--- src/bavg_pkg.sv ---
`default_nettype none
// -----------------------------------------------------------------------------
// bavg_pkg
// Shared constants and types for the box-average downscaler.
// -----------------------------------------------------------------------------
package bavg_pkg;
  localparam int MAX_SOURCE_WIDTH_D = 2048;
  localparam int MAX_TARGET_WIDTH_D = 1024;
  localparam int MAX_SCALE_D        = 16;

  localparam logic [1:0] REG_SRC_W = 2'd0;
  localparam logic [1:0] REG_SRC_H = 2'd1;
  localparam logic [1:0] REG_TGT_W = 2'd2;
  localparam logic [1:0] REG_TGT_H = 2'd3;

  // controller -> datapath
  typedef struct packed {
    logic       start;    // begin a new pixel transaction (latch pixel)
    logic       rd;       // read accumulator entry
    logic       wr;       // write accumulator entry
    logic       div_go;   // start dividers
    logic       emit;     // load output register
  } bavg_cmd_t;

  // datapath -> controller
  typedef struct packed {
    logic div_done;
    logic out_busy;
  } bavg_sts_t;
endpackage
`default_nettype wire

--- src/bavg_ctrl.sv ---
`default_nettype none
// -----------------------------------------------------------------------------
// bavg_ctrl
// Controller: ratio setup, position counters and transaction sequencing.
// -----------------------------------------------------------------------------
module bavg_ctrl #(
  parameter int MAX_SOURCE_WIDTH = 2048,
  parameter int MAX_TARGET_WIDTH = 1024,
  parameter int MAX_SCALE        = 16
) (
  input  wire logic        clk,
  input  wire logic        rst_n,
  input  wire logic [11:0] src_w,
  input  wire logic [11:0] src_h,
  input  wire logic [10:0] tgt_w,
  input  wire logic [10:0] tgt_h,
  input  wire logic        cfg_wr,
  input  wire logic        in_tvalid,
  output logic             in_tready,
  input  wire logic        frame_start,
  output bavg_pkg::bavg_cmd_t cmd,
  input  wire bavg_pkg::bavg_sts_t sts,
  output logic             first,
  output logic [$clog2(MAX_TARGET_WIDTH)-1:0] col,
  output logic [9:0]       ocol,
  output logic [9:0]       orow,
  output logic             olast,
  output logic [$clog2(MAX_SCALE*MAX_SCALE+1)-1:0] area
);
  import bavg_pkg::*;
  localparam int RW = $clog2(MAX_SCALE*MAX_SCALE+1);
  localparam int AW = $clog2(MAX_TARGET_WIDTH);

  localparam logic [2:0] S_SETUP = 3'd0, S_IDLE = 3'd1, S_RD = 3'd2, S_WR = 3'd3,
                         S_DIVGO = 3'd4, S_DIV = 3'd5, S_EMIT = 3'd6;

  logic [2:0]  st_r, st_nxt;
  // ratio search by repeated subtraction
  logic [11:0] rx_rem_r, ry_rem_r;
  logic [12:0] rx_r, ry_r;
  logic        ld_r;              // load sizes on the first setup cycle
  logic        ok_r;
  logic [12:0] sc_r, ssr_r;       // source col / row counters
  logic [12:0] sub_c_r, sub_r_r;
  logic [11:0] blk_c_r, blk_r_r;
  logic [12:0] sc_n, ssr_n, subc_n, subr_n;
  logic [11:0] bc_n, br_n;
  logic        acc, inb, fire, fire_r;
  logic [12:0] ar;

  // setup: sizes loaded in the cycle after the write lands, then rx/ry by
  // subtraction, one step each per cycle
  always_ff @(posedge clk) begin
    if (!rst_n || cfg_wr) begin
      st_r <= S_SETUP;
      ld_r <= 1'b1;
    end else begin
      st_r <= st_nxt;
      if (st_r == S_SETUP) begin
        if (ld_r) begin
          rx_rem_r <= src_w; ry_rem_r <= src_h; rx_r <= '0; ry_r <= '0;
          ld_r <= 1'b0;
        end else begin
          if (tgt_w != 0 && rx_rem_r >= 12'(tgt_w)) begin
            rx_rem_r <= rx_rem_r - 12'(tgt_w); rx_r <= rx_r + 1'b1;
          end
          if (tgt_h != 0 && ry_rem_r >= 12'(tgt_h)) begin
            ry_rem_r <= ry_rem_r - 12'(tgt_h); ry_r <= ry_r + 1'b1;
          end
        end
      end
    end
  end

  wire setup_done = !ld_r &&
                    (tgt_w == 0 || rx_rem_r < 12'(tgt_w)) &&
                    (tgt_h == 0 || ry_rem_r < 12'(tgt_h));
  always_comb
    ok_r = tgt_w != 0 && tgt_h != 0 && 32'(tgt_w) <= MAX_TARGET_WIDTH &&
           32'(src_w) <= MAX_SOURCE_WIDTH && rx_r != 0 && ry_r != 0 &&
           32'(rx_r) <= MAX_SCALE && ry_r != 0 && 32'(ry_r) <= MAX_SCALE;

  assign in_tready = (st_r == S_IDLE);
  assign acc = in_tvalid && in_tready;

  always_comb begin
    sc_n = sc_r; ssr_n = ssr_r; subc_n = sub_c_r; subr_n = sub_r_r;
    bc_n = blk_c_r; br_n = blk_r_r;
    if (frame_start) begin
      sc_n = '0; ssr_n = '0; subc_n = '0; subr_n = '0; bc_n = '0; br_n = '0;
    end
    inb  = 32'(bc_n) < 32'(tgt_w) && 32'(br_n) < 32'(tgt_h);
    first = subc_n == 0 && subr_n == 0;
    fire = inb && subc_n + 1 >= rx_r && subr_n + 1 >= ry_r;
    col  = AW'(bc_n);
    ocol = bc_n[9:0];
    orow = br_n[9:0];
    olast = 32'(bc_n) + 1 == 32'(tgt_w) && 32'(br_n) + 1 == 32'(tgt_h);
    if (32'(bc_n) < 32'(tgt_w)) begin
      subc_n = subc_n + 1'b1;
      if (subc_n >= rx_r) begin subc_n = '0; bc_n = bc_n + 1'b1; end
    end
    sc_n = sc_n + 1'b1;
    if (sc_n >= 13'(src_w)) begin
      sc_n = '0; subc_n = '0; bc_n = '0;
      if (32'(br_n) < 32'(tgt_h)) begin
        subr_n = subr_n + 1'b1;
        if (subr_n >= ry_r) begin subr_n = '0; br_n = br_n + 1'b1; end
      end
      ssr_n = ssr_n + 1'b1;
      if (ssr_n >= 13'(src_h)) begin
        sc_n = '0; ssr_n = '0; subc_n = '0; subr_n = '0; bc_n = '0; br_n = '0;
      end
    end
  end

  always_ff @(posedge clk) begin
    if (!rst_n) begin
      sc_r <= '0; ssr_r <= '0; sub_c_r <= '0; sub_r_r <= '0;
      blk_c_r <= '0; blk_r_r <= '0; fire_r <= 1'b0;
    end else if (acc && ok_r) begin
      sc_r <= sc_n; ssr_r <= ssr_n; sub_c_r <= subc_n; sub_r_r <= subr_n;
      blk_c_r <= bc_n; blk_r_r <= br_n; fire_r <= fire;
    end else if (acc && frame_start) begin
      sc_r <= '0; ssr_r <= '0; sub_c_r <= '0; sub_r_r <= '0;
      blk_c_r <= '0; blk_r_r <= '0;
    end
  end

  // inb gate carried into the sequence
  logic inb_r;
  always_ff @(posedge clk) begin
    if (!rst_n) inb_r <= 1'b0;
    else if (acc) inb_r <= inb && ok_r;
  end

  always_comb begin
    st_nxt = st_r;
    cmd = '0;
    cmd.start = acc;
    case (st_r)
      S_SETUP: if (setup_done) st_nxt = S_IDLE;
      S_IDLE:  if (acc && ok_r && inb) st_nxt = S_RD;
      S_RD:    begin cmd.rd = 1'b1; st_nxt = S_WR; end
      S_WR:    begin cmd.wr = inb_r; st_nxt = fire_r ? S_DIVGO : S_IDLE; end
      S_DIVGO: begin cmd.div_go = 1'b1; st_nxt = S_DIV; end
      S_DIV:   if (sts.div_done) st_nxt = S_EMIT;
      S_EMIT:  if (!sts.out_busy) begin cmd.emit = 1'b1; st_nxt = S_IDLE; end
      default: st_nxt = S_IDLE;
    endcase
  end

  assign ar   = rx_r * ry_r;
  assign area = RW'(ar);

`ifndef ASSERT_OFF
  a_no_accept_busy: assert property (@(posedge clk) disable iff (!rst_n)
    (st_r == S_RD) |-> !in_tready) else $error("accept while busy");
  a_emit_after_div: assert property (@(posedge clk) disable iff (!rst_n)
    cmd.emit |-> $past(st_r) == S_DIV || $past(st_r) == S_EMIT)
    else $error("emit out of sequence");
  a_wr_follows_rd: assert property (@(posedge clk) disable iff (!rst_n)
    cmd.wr |-> $past(cmd.rd)) else $error("write without read");
`endif
endmodule
`default_nettype wire
--- config.mk ---
export PLATFORM = sky130hd
export DESIGN_NAME = bavg_ctrl
export DESIGN_NICKNAME = d
export VERILOG_FILES = /design/src/bavg_pkg.sv /design/src/bavg_ctrl.sv
export SDC_FILE = /design/constraint.sdc
export NUM_CORES = 1
export LEC_CHECK = 0
export ABC_CLOCK_PERIOD_IN_PS = 9000
export BUFFER_PORTS_ARGS = -buffer_cell sky130_fd_sc_hd__clkbuf_2
export CAP_MARGIN = 20
export CELL_PAD_IN_SITES_DETAIL_PLACEMENT = 1
export CELL_PAD_IN_SITES_GLOBAL_PLACEMENT = 2
export CORE_ASPECT_RATIO = 0.75
export CORE_MARGIN = 5
export CORE_UTILIZATION = 40
export DETAILED_ROUTE_END_ITERATION = 8
export MAX_ROUTING_LAYER = met4
export PLACE_DENSITY_LB_ADDON = 0.1
export RECOVER_POWER = 50
export SLEW_MARGIN = 20
export SYNTH_ARGS = -nofsm -noshare
export SYNTH_HDL_FRONTEND = slang
export SYNTH_SLANG_ARGS = --single-unit
--- constraint.sdc ---
create_clock -name clk -period 9 [get_ports clk]
set_clock_uncertainty 0.1 [all_clocks]
set_input_delay 1.8 -clock clk [delete_from_list [all_inputs] [get_ports clk]]
set_output_delay 1.8 -clock clk [all_outputs]
set_load 0.05 [all_outputs]
==> results.md, run 1 <==
* Most frequent cells in the layout: 154 x nand2_1, 133 x inv_1, 123 x ha_1, 111 x nor2_1, 84 x o21ai_0
* Share of cells above drive strength 1 at 7.82%
* Number of flops mapped to enable cells by yosys at 50
* FF+latch area at 3140 um^2
* # setup viols final at 0
* Fin nets at 1,768
* WP data arrival at 5.33 ns
* Clock latency on the worst-skew pair at 0.45 ns
* Total of max-cap violations at 2
* Final period util at 80.3%
* Initial antenna violation count at 0
* Total GRT Usage at 26.8%
* First-pass GRT wire length at 68,300 um
* Min-delay worst type: register to register
* Hold Crit Depth at 2
* Status: finished with violations
* Fillers at 3,678
* Shortest period the worst path allows at 7.23 ns
* Worst hold start: inb_r$_SDFFE_PN0P_
* Max Fanout on Critical Path at 60
* Post-Syn Instances at 1,511
* Ys flop type: dfxtp_1
* Post CTS Setup Buffer Count at 0
* Fraction of the yosys area taken by sequential cells at 25.9%
* CTS tree: done
* Critical Path RT at 7.10 ns
* Max Clk Rate at 138 MHz
* CTS sink cnt at 132
* Worst hold margin at 0.367 ns
* Worst vdd rail ir drop at 0.110 mV
* DR iter-0 viols at 883
* Largest net degree at the start of global routing at 61
* Most common cell after layout, fill and taps aside: nand2_1
* Routed WL per cell at 22.3 um
* Power density over cell area at 134 nW/um^2
* Longest Clk Path Bufs at 2
* FF-to-FF setup slack at 3.57 ns
* Starting Density at 40.4%
* DIE HEIGHT at 161 um
* Post-DR vias/cell at 5.79
* Setup TNS Final at 0 ns
* Drt first pass iters at 7
* Fin util at 44.8%
* Multi-input gate area at 8190 um^2
* CP Launch Type: input pin
* Max H-tree Level at 4
* Cts hold-fix bufs at 0
* Clock slew at reported path FFs at 0.06 ns
* Num CTS Buffers at 17
* Ant. Diodes at 0
* RR Endpoint: rx_r[11]$_SDFFCE_PP0P_
* CP startpoint: frame_start
* Cell accounting for the most synthesized area: dfxtp_1
* Unrepaired setup endpoints after global routing: false
* Remaining routing DRC violations at 0
* Number of gates resized after cts at 0
* Synthesis Warnings at 0
* Fraction of registers with async set/reset at 0%
* Max transition margin at -36.8%
* Routability Congestion at 0.896
* Final Hold Fails at 0
* Synth Register Bits at 132
* Critical path's largest stage delay at 0.55 ns
* Post-DP HPWL at 34,400 um
* Core area at 30,100 um^2
* CP endpoint kind: primary output
* Final WL at 44,300 um
* Mapped Area at 12,200 um^2
* Die width at 211 um
* DRT antenna net count at 0
* FF-to-FF path depth at 4
* Crit path max-delay cell type: nor4_1
* Cells along the critical path: buf_4, inv_2, nand2_1, inv_1, ha_1, nand2_1, nor2_1, and3_1, mux2i_1, nand2_1, or4_1, nor4_1, clkbuf_2
* Die footprint at 34,000 um^2
* # port buffers at 99
* I/O pins at 100
* Synth-to-Final Area Change at 10.8%
* Total congestion overflow at 0
* Pins Over Slew Limit at 72
* Number of global-route vias before repair at 11.3k
* Vias at 11.5k
* Syn nets at 1,707
* Synth area leaders: dfxtp_1 14%, ha_1 13%, edfxtp_1 12%
* Most frequent cell on the critical path: nand2_1
* Root Buffer: clkbuf_16
* Violated checks: max-capacitance violations, max-slew violations
* Synth unique cells at 79
* CP Class: input pin to primary output
* Post-synth top area share at 13.5%
* Leakage at 5.58 nW
* Site row count at 55
* Critical register-to-register path startpoint: ld_r$_SDFFE_PP1P_
* Syn_area_per_cell at 8.04 um^2
* Worst Max-Slew Pin Slew at 2.05 ns
* Hold Path Sink: inb_r$_SDFFE_PN0P_
## power breakdown
group | leakage, nW | total, mW | switching [mW] | internal (mW)
logic | 4.14 | 0.369 | 0.247 | 0.122
registers | 1.14 | 0.654 | 0.0184 | 0.636
clock network | 0.301 | 0.785 | 0.299 | 0.486
## worst max path at each step
stage,to,slack [ns],depth (start not counted)
CTS,olast,1.80,13
global route,olast,1.41,13
global placement,olast,1.87,13
floorplan,olast,0.08,16
detailed placement,olast,1.79,13
finish,olast,1.77,13
## registers in the layout, indices dropped and copies added, names as in the netlist, 3 cells and up
name / cells
rx_r: 13
rx_rem_r: 12
ssr_r: 13
sub_r_r: 13
ry_r: 13
sc_r: 13
sub_c_r: 13
ry_rem_r: 12
blk_r_r: 12
blk_c_r: 12
st_r: 3
## routing by layer
layer / GRT usage [%] / wire length [um]
met5: - / 0
met1: 41.6 / 23400
met2: 35.2 / 17300
met3: 6.89 / 3250
met4: 3.51 / 349
## critical path, delay by kind of cell
kind / cells / cell delay (ns)
and+or+nand+nor: 7 / 1.89
buffers and inverters: 4 / 1.08
adders and majority gates: 1 / 0.31
muxes: 1 / 0.19
## Yosys cell counts, types with 27 or more instances
master and count:
a21oi_1 83, o21ai_0 84, ha_1 123, nor4_1 27
dfxtp_1 82, nand3_1 53, clkbuf_1 36, nand2_1 154
xor2_1 45, nor2_1 111, xnor2_1 83, edfxtp_1 50
nor2b_1 65, inv_1 133, nor3_1 33
## cells by family after synthesis
family | after synthesis | synth area share, %
AO/OA/AOI/OAI | 325 | 17.3
AND/OR/NAND/NOR | 578 | 24.4
buffers and inverters | 201 | 6.86
adder cells (fa/ha/maj) | 143 | 16.0
flip-flops | 132 | 25.9
XOR/XNOR | 128 | 9.22
multiplexers | 4 | 0.340
## layout make-up
cell class / instances / share of cell area, %
timing repair buffer: 109 / 3.85
multi-input combinational: 1178 / 60.8
clock buffer: 19 / 3.21
tap: 399 / 3.71
sequential: 132 / 23.3
inverter: 134 / 3.73
clock inverter: 13 / 1.39
## metrics by stage
step / setup WS (ns) / cell area, um^2 / power (mW) / std cells
3_3_place_gp: 1.87 / 12900 / 1.03 / 1952
2_1_floorplan: 0.0761 / 12200 / 0.922 / 1511
6_report: 1.77 / 13500 / 1.81 / 1984
4_1_cts: 1.80 / 13500 / 1.82 / 1984
5_1_grt: 1.41 / 13500 / 1.89 / 1984
3_5_place_dp: 1.79 / 12900 / 1.03 / 1952
(Power assumes the default switching activity.)
==> run 2, diff against run 1 <==
--- a/config.mk
+++ b/config.mk
@@ -5,14 +5,14 @@
 export SDC_FILE = /design/constraint.sdc
 export NUM_CORES = 1
 export LEC_CHECK = 0
-export ABC_CLOCK_PERIOD_IN_PS = 9000
+export ABC_CLOCK_PERIOD_IN_PS = 7200
 export BUFFER_PORTS_ARGS = -buffer_cell sky130_fd_sc_hd__clkbuf_2
 export CAP_MARGIN = 20
 export CELL_PAD_IN_SITES_DETAIL_PLACEMENT = 1
 export CELL_PAD_IN_SITES_GLOBAL_PLACEMENT = 2
 export CORE_ASPECT_RATIO = 0.75
 export CORE_MARGIN = 5
-export CORE_UTILIZATION = 40
+export CORE_UTILIZATION = 37
 export DETAILED_ROUTE_END_ITERATION = 8
 export MAX_ROUTING_LAYER = met4
 export PLACE_DENSITY_LB_ADDON = 0.1
==> constraint.sdc (replaced) <==
create_clock -name clk -period 7.2 [get_ports clk]
set_clock_uncertainty 0.1 [all_clocks]
set_input_delay 1.44 -clock clk [delete_from_list [all_inputs] [get_ports clk]]
set_output_delay 1.44 -clock clk [all_outputs]
set_load 0.05 [all_outputs]
==> run 2 against run 1 <==
  * The flow still finishes with violations (max-capacitance violations, max-slew violations)
  * Register-to-register slack lost 2.1 ns
  * Die area is 7.7% higher
  * Sequential share of layout area down 0.27 points
  * Global-route usage fell by 1.6 points
  * Clock power is 23% higher
  * Via count is 0.52% lower
  * Cell area up 1.2%
  * Combinational power is 27% higher
  * Non-clock buffer count grew 9
  * Sequential power up 24%
  * Critical path type unchanged
  * Clock-buffer cell count rose by 8
  * Critical endpoint unchanged
  * Setup slack worse by 1.2 ns
==> results.md, run 2 (synthesized netlist as in run 1, its figures left out) <==
* Final WL at 44,700 um (+1.0%)
* Core area at 32,400 um^2 (+7.7%)
* Num CTS Buffers at 17 (unchanged)
* DIE HEIGHT at 167 um (+3.7%)
* Die width at 219 um (+3.8%)
* Total GRT Usage at 25.1% (-1.6 points)
* Routability Congestion at 0.874 (-2.5%)
* Worst vdd rail ir drop at 0.130 mV (+18%)
* # port buffers at 99 (unchanged)
* Initial antenna violation count at 0 (unchanged)
* Total congestion overflow at 0 (unchanged)
* # setup viols final at 0 (unchanged)
* Cells along the critical path: buf_4, inv_1, nand2_1, inv_1, ha_1, nand2_1, nor2_1, and3_1, mux2i_1, nand2_1, or4_1, nor4_4, clkbuf_2
* Cts hold-fix bufs at 0 (unchanged)
* Most common cell after layout, fill and taps aside: nand2_1
* Number of global-route vias before repair at 11.4k (+0.72%)
* Largest net degree at the start of global routing at 71 (+16%)
* Clock latency on the worst-skew pair at 0.44 ns (about the same)
* Fin worst setup slack at 0.574 ns (-1.20 ns)
* Final period util at 92.0%
* Top delay family on crit path: simple AND/OR/NAND/NOR gates
* Critical Path RT at 5.66 ns (-1.44 ns)
* Internal Pwr Total at 1.55 mW (+25%)
* Leakage at 5.65 nW (+1.2%)
* DRT antenna net count at 0 (unchanged)
* Remaining routing DRC violations at 0 (unchanged)
* Site row count at 57 (+3.6%)
* Total of max-cap violations at 2 (unchanged)
* CP Launch Type: input pin
* Worst hold margin at 0.360 ns (-0.00734 ns)
* Violated checks: max-capacitance violations, max-slew violations
* Root Buffer: clkbuf_16
* Longest Clk Path Bufs at 2 (unchanged)
* WP data arrival at 5.09 ns (-0.24 ns)
* Share of cells above drive strength 1 at 8.66% (+0.84 points)
* FF+latch area at 3140 um^2 (unchanged)
* Switch Pwr at 0.698 mW (+24%)
* Max H-tree Level at 4 (unchanged)
* Pins Over Slew Limit at 97 (+35%)
* Post-placement setup slack at 0.711 ns (-1.08 ns)
* Setup TNS Final at 0 ns (unchanged)
* DR WL met3 at 3290 um (+0.95%)
* Total Power at 2.25 mW (+25%)
* Post-DR vias/cell at 5.62 (-3.0%)
* Post-DP Area at 13,000 um^2 (+1.0%)
* Clock power frac at 43.0% (-0.4 points)
* Number of gates resized after cts at 0 (unchanged)
* CP endpoint kind: primary output
* Fillers at 4,003 (+8.8%)
* Shortest period the worst path allows at 6.63 ns
* Starting Density at 37.5% (-2.9 points)
* Worst Max-Slew Pin Slew at 3.28 ns (+1.22 ns)
* Most frequent cells in the layout: 154 x nand2_1, 134 x inv_1, 123 x ha_1, 111 x nor2_1, 84 x o21ai_0
* Crit path max-delay cell type: or4_1
* Final Hold Fails at 0 (unchanged)
* CTS sink cnt at 132 (unchanged)
* Min-delay worst type: register to register
* Critical path's largest stage delay at 0.56 ns (about the same)
* Vias at 11.4k (-0.52%)
* I/O pins at 100 (unchanged)
* Multi-input gate area at 8190 um^2 (about the same)
* Status: finished with violations
* Power density over cell area at 165 nW/um^2 (+23%)
* M1 WL at 24,200 um (+3.3%)
* Seq pwr share at 36.1% (about the same)
* Most frequent cell on the critical path: nand2_1
* DR iter-0 viols at 813 (-7.9%)
* Top sig layer: met4
* Clock slew at reported path FFs at 0.06 ns (about the same)
* Max transition margin at -118% (-82 points)
* CTS tree: done
* First-pass GRT wire length at 69,300 um (+1.5%)
* Synth-to-Final Area Change at 12.1%
* Max Fanout on Critical Path at 42 (-30%)
* Worst Path Buf+Inv at 4 (unchanged)
* Fin nets at 1,777 (+0.51%)
* Final instance area at 13,600 um^2 (+1.2%)
* Post-DP HPWL at 35,700 um (+3.6%)
* Routed WL per cell at 22.0 um (-1.5%)
* Max Clk Rate at 151 MHz
* Drt first pass iters at 5 (-2)
* Post CTS Setup Buffer Count at 0 (unchanged)
* Unrepaired setup endpoints after global routing: false
* Die footprint at 36,600 um^2 (+7.7%)
* CP Class: input pin to primary output
* Met2 wire len at 17,000 um (-1.3%)
* Switching share of power at 31.0% (-0.19 points)
* Ant. Diodes at 0 (unchanged)
* Comb pwr share at 20.9% (+0.5 points)
[run 2: cell type report]
type                       count  area share [%]
sequential                   132            23.1
inverter                     134            3.69
multi-input combinational   1178            60.1
clock buffer                  27            4.39
clock inverter                 4           0.358
tap                          442            4.06
timing repair buffer         118            4.31
[run 2: path summary, 6_finish.rpt]
check,start,to,slack (ns),cells past startpoint
max,frame_start,olast,0.57,13
min,sc_r[12]$_SDFFE_PN0P_,sc_r[12]$_SDFFE_PN0P_,0.36,1
max reg2reg,ld_r$_SDFFE_PP1P_,rx_r[11]$_SDFFCE_PP0P_,1.45,4
min reg2reg,sc_r[12]$_SDFFE_PN0P_,sc_r[12]$_SDFFE_PN0P_,0.36,1
[run 2: metrics by stage]
stage               instances  util, %
floorplan                1511        -
global placement         2004     40.3
detailed placement       2004     40.3
CTS                      2035     42.3
global route             2035     42.1
finish                   2035     42.1
[run 2: power groups by stage]
stage | clock network, mW | registers (mW) | logic [mW]
global route | 1.02 | 0.815 | 0.517
floorplan | 0 | 0.817 | 0.336
CTS | 0.988 | 0.813 | 0.472
detailed placement | 0 | 0.829 | 0.469
finish | 0.968 | 0.814 | 0.469
global placement | 0 | 0.829 | 0.461
[run 2: metal layers]
| layer | global-route usage (%) | vias up |
|---|---|---|
| li1 | - | 5466 |
| met1 | 39.9 | 5667 |
| met2 | 32.1 | 284 |
| met3 | 6.42 | 19 |
| met4 | 3.30 | 0 |
| met5 | - | - |
==> run 3, diff against run 2 <==
--- a/config.mk
+++ b/config.mk
@@ -14,8 +14,7 @@
 export CORE_MARGIN = 5
 export CORE_UTILIZATION = 37
 export DETAILED_ROUTE_END_ITERATION = 8
-export MAX_ROUTING_LAYER = met4
-export PLACE_DENSITY_LB_ADDON = 0.1
+export PLACE_DENSITY = 0.82
 export RECOVER_POWER = 50
 export SLEW_MARGIN = 20
 export SYNTH_ARGS = -nofsm -noshare
==> run 3 against run 2 <==
  * The flow still finishes with violations (max-capacitance violations, max-slew violations)
  * Wire length shrank 2.5%
  * Die area is the same
  * Core utilization shrank 0.34 points
  * Power shrank 4.9%
  * Clock power shrank 11%
  * Highest routed layer unchanged
==> results.md, run 3 (synthesized netlist as in run 1, its figures left out) <==
* Status: finished with violations
* Violated checks: max-capacitance violations, max-slew violations
* Drt first pass iters at 5 (unchanged)
* Clock slew at reported path FFs at 0.06 ns (about the same)
* First-pass GRT wire length at 68,100 um (-1.9%)
* Placed insts at 2,001 (-0.15%)
* Die width at 219 um (unchanged)
* Post CTS Setup Buffer Count at 0 (unchanged)
* Routability Congestion at 0.867 (-0.80%)
* Post-DP HPWL at 34,400 um (-3.5%)
* Die footprint at 36,600 um^2 (unchanged)
* Site row count at 57 (unchanged)
* Fin nets at 1,774 (-0.17%)
* Cts hold-fix bufs at 0 (unchanged)
* Remaining routing DRC violations at 0 (unchanged)
* CP endpoint kind: primary output
* Initial antenna violation count at 1 (+1)
* Final Hold Fails at 0 (unchanged)
* Largest net degree at the start of global routing at 72 (+1.4%)
* Final period util at 88.7% (-3.3 points)
* Met3 Usage GRT at 4.77% (-1.7 points)
* Clock latency on the worst-skew pair at 0.44 ns (about the same)
* CP Launch Type: input pin
* Final WL at 43,600 um (-2.5%)
* Core area at 32,400 um^2 (unchanged)
* Total of max-cap violations at 2 (unchanged)
* Max Clk Rate at 157 MHz (+3.7%)
* Routed WL per cell at 21.5 um (-2.4%)
* Synth-to-Final Area Change at 11.2%
* Critical path's largest stage delay at 0.58 ns (+0.02 ns)
* Worst hold margin at 0.369 ns (+0.00919 ns)
* Total congestion overflow at 0 (unchanged)
* Max Fanout on Critical Path at 37 (-12%)
* Total GRT Usage at 23.7% (-1.4 points)
* Min-delay worst type: register to register
* FF-to-FF path depth at 4 (unchanged)
* Most frequent cells in the layout: 154 x nand2_1, 133 x inv_1, 123 x ha_1, 111 x nor2_1, 84 x o21ai_0
* Setup TNS Final at 0 ns (unchanged)
* Max H-tree Level at 4 (unchanged)
* Fin util at 41.7% (-0.34 points)
* Critical Path RT at 5.66 ns (about the same)
* Met2 global-route usage at 33.1% (+1.0 points)
* Vias at 11.6k (+1.0%)
* Cells along the critical path: buf_4, inv_2, nand2_1, inv_1, ha_1, nand2_1, nor2_1, and3_1, mux2i_1, nand2_1, or4_1, nor4_4, clkbuf_2
* Post-DR vias/cell at 5.68 (+1.1%)
* Ant. Diodes at 0 (unchanged)
* Crit path max-delay cell type: or4_1
* Hold Crit Depth at 2 (+1)
* Root Buffer: clkbuf_16
* Total Power at 2.14 mW (-4.9%)
* Most frequent cell on the critical path: nand2_1
* Shortest period the worst path allows at 6.39 ns (-0.239 ns)
* Critical register-to-register path startpoint: ld_r$_SDFFE_PP1P_
* Num CTS Buffers at 17 (unchanged)
* Number of gates resized after cts at 0 (unchanged)
* CP Class: input pin to primary output
* Share of cells above drive strength 1 at 8.30% (-0.37 points)
* Post-Layout Cell Count at 2,033 (-0.098%)
* Pins Over Slew Limit at 98 (+1.0%)
* Number of global-route vias before repair at 11.5k (+1.0%)
* Worst vdd rail ir drop at 0.108 mV (-17%)
* Leakage at 5.59 nW (-1.1%)
* CTS tree: done
* FF-to-FF setup slack at 1.59 ns (+0.14 ns)
* Most common cell after layout, fill and taps aside: nand2_1
* Fillers at 4,006 (+0.075%)
* Worst Path Buf+Inv at 4 (unchanged)
* I/O pins at 100 (unchanged)
* Final instance area at 13,500 um^2 (-0.81%)
* DIE HEIGHT at 167 um (unchanged)
* Longest Clk Path Bufs at 2 (unchanged)
* Top delay family on crit path: simple AND/OR/NAND/NOR gates
* Starting Density at 37.5% (unchanged)
* Fin worst setup slack at 0.813 ns (+0.239 ns)
* Post-placement setup slack at 0.772 ns (+0.0616 ns)
* CTS sink cnt at 132 (unchanged)
* Hold Path Sink: inb_r$_SDFFE_PN0P_
* Unrepaired setup endpoints after global routing: false
* WP data arrival at 4.85 ns (-0.24 ns)
* Worst hold start: inb_r$_SDFFE_PN0P_
* DR iter-0 viols at 820 (+0.86%)
* # setup viols final at 0 (unchanged)
* Met1 Use GR at 37.9% (-2.1 points)
* Max transition margin at -122% (-3.6 points)
* RR Endpoint: ry_r[8]$_SDFFCE_PP0P_
* # port buffers at 99 (unchanged)
* Worst Max-Slew Pin Slew at 3.33 ns (+0.0535 ns)
* GRT Max-Usage Layer: met1
* DRT antenna net count at 0 (unchanged)
* Power density over cell area at 158 nW/um^2 (-4.1%)
* Post-DP Area at 13,000 um^2 (about the same)
==> run 3: worst reg2reg max path, delay by kind of cell, from the launching register on <==
kind / cells / cell delay [ns]
buffers and inverters: 3 / 4.47
DFF: 1 / 0.30
AOI/OAI and AO/OA: 1 / 0.30
==> run 3: how the worst max path moves through the flow <==
stage	cells past startpoint	from	endpoint	slack, ns
detailed placement	18	frame_start	blk_r_r[8]$_SDFFE_PN0P_	0.77
finish	13	frame_start	olast	0.81
CTS	13	frame_start	olast	0.80
global placement	18	frame_start	blk_r_r[2]$_SDFFE_PN0P_	0.87
floorplan	15	frame_start	olast	0.10
global route	13	frame_start	olast	0.58
==> run 3: area by class of cell <==
type | instances | area, um^2 | area share, %
multi-input combinational | 1178 | 8190 | 60.6
inverter | 134 | 503 | 3.72
clock buffer | 20 | 437 | 3.23
sequential | 132 | 3140 | 23.3
tap | 442 | 553 | 4.09
timing repair buffer | 115 | 576 | 4.26
clock inverter | 12 | 114 | 0.843
==> run 3: routing by layer <==
metal | wire [um] | vias to the layer above
li1 | - | 5464
met1 | 22700 | 5762
met2 | 17800 | 308
met3 | 2800 | 22
met4 | 352 | 0
met5 | 0 | -
==> run 3: power breakdown <==
group          switching, mW  total [mW]  internal, mW
Sequential            0.0189       0.814         0.795
Clock                  0.359       0.862         0.503
Combinational          0.313       0.466         0.153
Total                  0.690        2.14          1.45
